===== config.mk =====
export PLATFORM = sky130hd
export DESIGN_NAME = brf_alu
export DESIGN_NICKNAME = d
export VERILOG_FILES = /design/src/design/brf_pkg.sv /design/src/design/brf_alu.sv
export SDC_FILE = /design/constraint.sdc
export NUM_CORES = 2
export LEC_CHECK = 0
export ABC_AREA = 1
export BUFFER_PORTS_ARGS = -buffer_cell sky130_fd_sc_hd__buf_4
export CORE_UTILIZATION = 47
export DETAILED_ROUTE_END_ITERATION = 8
export MAX_ROUTING_LAYER = met4
export PLACE_DENSITY_LB_ADDON = 0.12
export SLEW_MARGIN = 20
export SYNTH_ARGS = -nofsm -noshare
export SYNTH_HDL_FRONTEND = slang
export SYNTH_SLANG_ARGS = --single-unit

===== constraint.sdc =====
create_clock -name i_clk -period 14 [get_ports i_clk]
set_clock_uncertainty 0.05 [all_clocks]
set_input_delay 1.4 -clock i_clk [delete_from_list [all_inputs] [get_ports i_clk]]
set_output_delay 1.4 -clock i_clk [all_outputs]
set_load 0.02 [all_outputs]

===== src/design/brf_pkg.sv =====
// ----------------------------------------------------------------------------
// brf_pkg
// Shared types, codes and saturating Q-format helpers for the root finder.
// ----------------------------------------------------------------------------
`default_nettype none

package brf_pkg;

    typedef logic signed [63:0] t_word;
    typedef logic        [63:0] t_umag;

    // Beat layouts
    typedef struct packed {
        logic  op;
        t_word x_low;
        t_word x_high;
        t_word f_low;
        t_word f_high;
        t_word f_value;
    } t_in_beat;

    typedef struct packed {
        logic        kind;
        t_word       point;
        logic [15:0] iterations;
        logic        iterations_valid;
    } t_out_beat;

    // Input op codes
    localparam logic OP_START = 1'b0;
    localparam logic OP_REPLY = 1'b1;

    // Result kinds
    localparam logic KIND_QUERY = 1'b0;
    localparam logic KIND_ROOT  = 1'b1;

    // Config register indexes
    localparam logic CFG_TOLERANCE = 1'b0;
    localparam logic CFG_MAX_ITER  = 1'b1;

    localparam t_word SMAX = 64'sh7FFF_FFFF_FFFF_FFFF;
    localparam t_word SMIN = 64'sh8000_0000_0000_0000;

    typedef enum logic {
        ALU_MUL = 1'b0,
        ALU_DIV = 1'b1
    } t_alu_op;

    typedef enum logic [1:0] {
        MODE_IDLE   = 2'd0,
        MODE_BISECT = 2'd1,
        MODE_BRENT  = 2'd2
    } t_mode;

    function automatic t_word sadd(input t_word a, input t_word b);
        logic [64:0] s;
        s = {a[63], a} + {b[63], b};
        if (s[64] != s[63]) begin
            return s[64] ? SMIN : SMAX;
        end
        return s[63:0];
    endfunction

    function automatic t_word ssub(input t_word a, input t_word b);
        logic [64:0] s;
        s = {a[63], a} - {b[63], b};
        if (s[64] != s[63]) begin
            return s[64] ? SMIN : SMAX;
        end
        return s[63:0];
    endfunction

    function automatic t_word sneg(input t_word x);
        return (x == SMIN) ? SMAX : -x;
    endfunction

    function automatic t_word sabs(input t_word x);
        return x[63] ? sneg(x) : x;
    endfunction

    function automatic t_umag mag(input t_word x);
        return x[63] ? t_umag'(-x) : t_umag'(x);
    endfunction

    // sign and magnitude back to two's complement, clamped to +-SMAX
    function automatic t_word signed_mag(input logic neg, input t_umag m);
        t_umag c;
        c = m[63] ? t_umag'(SMAX) : m;
        return neg ? -t_word'(c) : t_word'(c);
    endfunction

    // floor((a+b)/2)
    function automatic t_word midpoint(input t_word a, input t_word b);
        logic [64:0] s;
        s = {a[63], a} + {b[63], b};
        return s[64:1];
    endfunction

    // floor((c-b)/2)
    function automatic t_word half_diff(input t_word c, input t_word b);
        logic [64:0] d;
        d = {c[63], c} - {b[63], b};
        return d[64:1];
    endfunction

    function automatic t_umag udist(input t_word a, input t_word b);
        logic [64:0] d;
        d = {a[63], a} - {b[63], b};
        return d[64] ? t_umag'(-d) : d[63:0];
    endfunction

    function automatic logic is_pos(input t_word x);
        return !x[63] && (x != '0);
    endfunction

    function automatic logic same_sign(input t_word a, input t_word b);
        return (is_pos(a) && is_pos(b)) || (a[63] && b[63]);
    endfunction

endpackage

`default_nettype wire


===== src/design/brf_alu.sv =====
// ----------------------------------------------------------------------------
// brf_alu
// Shared multicycle Q-format unit: multiply from four 32x32 partial products,
// divide by restoring long division, one quotient bit per cycle.
// ----------------------------------------------------------------------------
`default_nettype none

module brf_alu #(
    parameter int FRAC_BITS = 32
) (
    input  wire logic             i_clk,
    input  wire logic             i_rst_n,
    input  wire logic             i_start,
    input  wire brf_pkg::t_alu_op i_op,
    input  wire brf_pkg::t_word   i_a,
    input  wire brf_pkg::t_word   i_b,
    output logic                  o_done,
    output brf_pkg::t_word        o_res
);

    typedef enum logic [3:0] {
        A_IDLE = 4'b0001,
        A_MUL  = 4'b0010,
        A_DIV  = 4'b0100,
        A_FIN  = 4'b1000
    } t_alu_st;

    t_alu_st          r_st, n_st;
    logic             r_done, n_done;
    brf_pkg::t_alu_op r_op, n_op;
    logic             r_neg, n_neg;
    logic             r_sat, n_sat;
    brf_pkg::t_umag   r_ua, n_ua;
    brf_pkg::t_umag   r_ub, n_ub;
    logic [127:0]     r_acc, n_acc;
    logic [64:0]      r_rem, n_rem;
    brf_pkg::t_umag   r_lo, n_lo;
    brf_pkg::t_umag   r_q, n_q;
    logic [5:0]       r_cnt, n_cnt;
    brf_pkg::t_word   r_res, n_res;

    brf_pkg::t_umag   un, ud, hi;
    logic [31:0]      a_half, b_half;
    logic [63:0]      pprod;
    logic [6:0]       shamt;
    logic [64:0]      rs;
    logic             fin_sat;
    brf_pkg::t_umag   fin_mag;

    always_comb begin
        n_st   = r_st;
        n_done = 1'b0;
        n_op   = r_op;
        n_neg  = r_neg;
        n_sat  = r_sat;
        n_ua   = r_ua;
        n_ub   = r_ub;
        n_acc  = r_acc;
        n_rem  = r_rem;
        n_lo   = r_lo;
        n_q    = r_q;
        n_cnt  = r_cnt;
        n_res  = r_res;

        un = brf_pkg::mag(i_a);
        ud = brf_pkg::mag(i_b);
        hi = un >> (64 - FRAC_BITS);

        a_half = r_cnt[0] ? r_ua[63:32] : r_ua[31:0];
        b_half = r_cnt[1] ? r_ub[63:32] : r_ub[31:0];
        pprod  = a_half * b_half;
        shamt  = {r_cnt[0] & r_cnt[1], r_cnt[0] ^ r_cnt[1], 5'b0};
        rs     = {r_rem[63:0], r_lo[63]};

        fin_sat = (r_op == brf_pkg::ALU_MUL) ? (|r_acc[127:64+FRAC_BITS]) : r_sat;
        fin_mag = (r_op == brf_pkg::ALU_MUL) ? r_acc[FRAC_BITS+63 -: 64] : r_q;

        unique case (r_st)
            A_IDLE: begin
                if (i_start) begin
                    n_op  = i_op;
                    n_neg = i_a[63] != i_b[63];
                    n_cnt = '0;
                    n_sat = 1'b0;
                    n_q   = '0;
                    if (i_op == brf_pkg::ALU_MUL) begin
                        n_ua  = un;
                        n_ub  = ud;
                        n_acc = '0;
                        n_st  = A_MUL;
                    end else if (un == '0) begin
                        n_st = A_FIN;
                    end else if (ud == '0 || hi >= ud) begin
                        n_sat = 1'b1;
                        n_st  = A_FIN;
                    end else begin
                        n_ub  = ud;
                        n_rem = {1'b0, hi};
                        n_lo  = un << FRAC_BITS;
                        n_st  = A_DIV;
                    end
                end
            end
            A_MUL: begin
                n_acc = r_acc + ({64'b0, pprod} << shamt);
                n_cnt = r_cnt + 6'd1;
                if (r_cnt[1:0] == 2'd3) begin
                    n_st = A_FIN;
                end
            end
            A_DIV: begin
                n_lo = r_lo << 1;
                if (rs >= {1'b0, r_ub}) begin
                    n_rem = rs - {1'b0, r_ub};
                    n_q   = {r_q[62:0], 1'b1};
                end else begin
                    n_rem = rs;
                    n_q   = {r_q[62:0], 1'b0};
                end
                n_cnt = r_cnt + 6'd1;
                if (r_cnt == 6'd63) begin
                    n_st = A_FIN;
                end
            end
            A_FIN: begin
                n_res  = brf_pkg::signed_mag(r_neg, fin_sat ? '1 : fin_mag);
                n_done = 1'b1;
                n_st   = A_IDLE;
            end
            default: n_st = A_IDLE;
        endcase
    end

    always_ff @(posedge i_clk) begin
        if (!i_rst_n) begin
            r_st   <= A_IDLE;
            r_done <= 1'b0;
        end else begin
            r_st   <= n_st;
            r_done <= n_done;
        end
    end

    always_ff @(posedge i_clk) begin
        r_op  <= n_op;
        r_neg <= n_neg;
        r_sat <= n_sat;
        r_ua  <= n_ua;
        r_ub  <= n_ub;
        r_acc <= n_acc;
        r_rem <= n_rem;
        r_lo  <= n_lo;
        r_q   <= n_q;
        r_cnt <= n_cnt;
        r_res <= n_res;
    end

    assign o_done = r_done;
    assign o_res  = r_res;

endmodule

`default_nettype wire


==> summary.txt <==
Worst setup path
  – Worst Path Arrival: ~14 ns
  – Worst Path Max Fanout: 44
  – Startpoint types: register
  – Worst path bufs/invs: 10
  – R2R setup slack: 0.19 ns
  – Type of the worst setup path: register to register
  – Family with the most delay on the worst path: adder cells
  – Worst Path Required: 14.42 ns
  – Slowest cell on the critical path: inv_1
  – CP max stage delay: slightly below 0.8 ns
  – Setup crit end kind: register

Clocking
  – Clk root buf: clkbuf_16
  – Clk_lat worst skew: between 0.7 and 0.8 ns
  – TritonCTS buffer count: ~60
  – Hold buffer count at cts: 0
  – H-tree Lvls: 2
  – Clk slew on worst S/H paths: ~0.08 ns
  – Clock sink count: just under 500
  – CTS max path bufs: 3
  – TritonCTS clock tree: done

STA
  – RSZ-0062 raised after global routing: false
  – Worst slew margin: around 14%
  – Final Hold Vio Count: 0
  – Max-slew violations: 0
  – Fmax: roughly 72 MHz
  – Fin crit share: between 90 and 100%
  – Setup Viol. Count Final: 0
  – Setup TNS: 0 ns
  – Worst slew pin tran: between 1 and 1.5 ns
  – Post-route minimum period: 13.81 ns

Logic synthesis
  – Mapped cell area: about 77000 um2
  – Mean Syn Cell Area: slightly above 7 um2
  – Ys async rst share: 0%
  – Synth warn: 0
  – Syn Nets: ~12000
  – Synth Instances: ~11000
  – Area fraction of the dominant cell type after synthesis: between 20% and 30%
  – Netlist cell types: 59
  – Seq cells post-synth: around 490
  – EDFF count, synth: just under 500
  – Dominant synthesized flop cell: edfxtp_1
  – Largest area contributor in the netlist: fa_1
  – Seq/Total Area, Yosys: between 10% and 20%
  – Top cells by area, synth: fa_1 (23%), edfxtp_1 (19%), nand2_1 (11%), inv_1 (9.8%), nor2_1 (9.4%)

Route
  – Drt initial violations: about 9300
  – Routed WL per cell: 26.00 um
  – Drt pass-1 iters: 9
  – Antenna viol nets, final: 0
  – Total number of vias: about 76000
  – Vias/cell: between 5 and 6
  – # DRC: 0
  – Final WL: about 340 mm

Final layout
  – Commonest non-fill, non-tap cells in the layout: nand2_1 (2269), inv_1 (1998), nor2_1 (1930)
  – Fin cells: around 13000
  – Area Overhead vs Synth: 8.974%
  – Number of fill cells: 16320
  – Layout cells sized above 1: around 5.7%
  – Post-layout util: approximately half
  – Most common cell after layout, fill and taps aside: nand2_1
  – Final-stage net count: about 12000

Floorplan
  – Die W: approximately 410 um
  – Starting Density: a little under half
  – I/O pins: just under 200
  – Die Span Y: ~400 um
  – Row cnt: around 150
  – Core area: 162600 um2
  – Die area: between 150000 and 200000 um2

Global routing
  – Total grt overflow: 0
  – Initial antenna violation count: 19
  – Vias in the first global route: between 70000 and 80000
  – Tot GR Track Use: between 40 and 50%
  – Largest net degree at the start of global routing: 87
  – First-pass GRT wire length: roughly 500 mm

Hold path
  – Worst hold-check path type: register to register

Place
  – Cell Count Post-Placement: between 10000 and 15000
  – Detailed Place HPWL: 282.8 mm
  – PortBufs: 196
  – GP Congestion: between 1 and 1.5

Job
  – Max-Cap Viols: 0

Run status
  – Status: finished clean
==> sequential cells by signal, indices dropped and copies added, names as in the netlist <==
signal,count
r_ua,64
r_ub,64
r_acc,128
r_q,64
o_done,1
o_res,64
r_sat,1
r_op,1
r_neg,1
r_st,4
r_rem,64
r_lo,32
r_cnt,6
==> area by class of cell <==
type                    count  area (um2)  area share [%]
well taps                2175        2721           3.245
repair buffers            378        2870           3.423
inverters                2039        7662           9.138
multi-input cells        7910       53640           63.97
diodes                     16       40.04         0.04775
flip-flops and latches    494       14780           17.63
clock buffers              67        1570           1.873
clock inverters            47       566.8          0.6759
==> synth_stat cells (3+ instances only) <==
cell          n
nor4_1       33
o21ai_1      50
o21a_1       73
o21bai_1     30
inv_2         5
and2_1        7
a21boi_0     24
nor3_1       67
nand4_1      81
xnor2_1      62
nor3b_1       4
nand2_2       7
o22ai_1      10
nand2_1    2270
buf_4         6
clkinv_1     31
or2_2        44
o21ai_2       5
mux2i_1      16
o221ai_1      4
nand3_1     375
nor2_1     1930
and3_1       11
inv_1      2003
nor3_2        5
o2111ai_1     3
clkbuf_1    240
dfxtp_1       5
o211ai_1     18
edfxtp_1    489
nand3_2       3
a21oi_1     570
ha_1        490
nand3b_1     71
fa_1        898
a31oi_1      43
xor2_1       95
buf_2        14
buf_6         6
a221oi_1     14
a21o_1       29
buf_1        25
o21ai_0     533
nor2_2       10
a211oi_1      7
==> cells by family after synthesis <==
group,after synthesis,synth area share [%]
AO/OA/AOI/OAI,1426,10.16
XOR/XNOR,157,1.787
adder cells (fa/ha/maj),1388,31.33
buffers and inverters,2330,11.48
flip-flops,494,19.21
multiplexers,16,0.2081
AND/OR/NAND/NOR,4923,25.82
==> through the flow <==
stage                     setup slack (ns)  cell area, um2  hold slack (ns)
final                               0.1880           83850           0.4749
after floorplan                      4.192           76950           0.4002
after detailed placement            0.5379           81660           0.4573
after CTS                           0.4689           83800           0.4734
after global placement              -1.014           81610           0.4493
after global routing               0.08670           83850           0.5106
==> worst min-delay path, delay by kind of cell (launching register included) <==
| family | cells | cell delay (ns) |
|---|---|---|
| flops | 1 | 0.32 |
| simple gates | 2 | 0.10 |
==> path summary, 6_finish.rpt <==
| kind | start | end | depth (start not counted) |
|---|---|---|---|
| setup / recovery | r_cnt[1] | r_acc[78] | 42 |
| hold / removal | r_lo[32] | r_lo[33] | 2 |
| setup reg to reg | r_cnt[1] | r_acc[78] | 42 |
| hold reg to reg | r_lo[32] | r_lo[33] | 2 |
==> routing by layer <==
| metal | wire, um | track usage (%) |
|---|---|---|
| met3 | 43010 | 11.83 |
| met5 | 0 | - |
| met2 | 140400 | 59.85 |
| met1 | 139800 | 56.39 |
| met4 | 18150 | 18.78 |
==> what timing repair did <==
action,4_1_cts,5_1_grt
buffers inserted,0,0
gates resized for setup,0,2
endpoints found under the setup margin,0,2
Power is left out: the tool's default activity adds up to more than one toggle a clock period on the data nets, which glitch-free logic cannot reach.
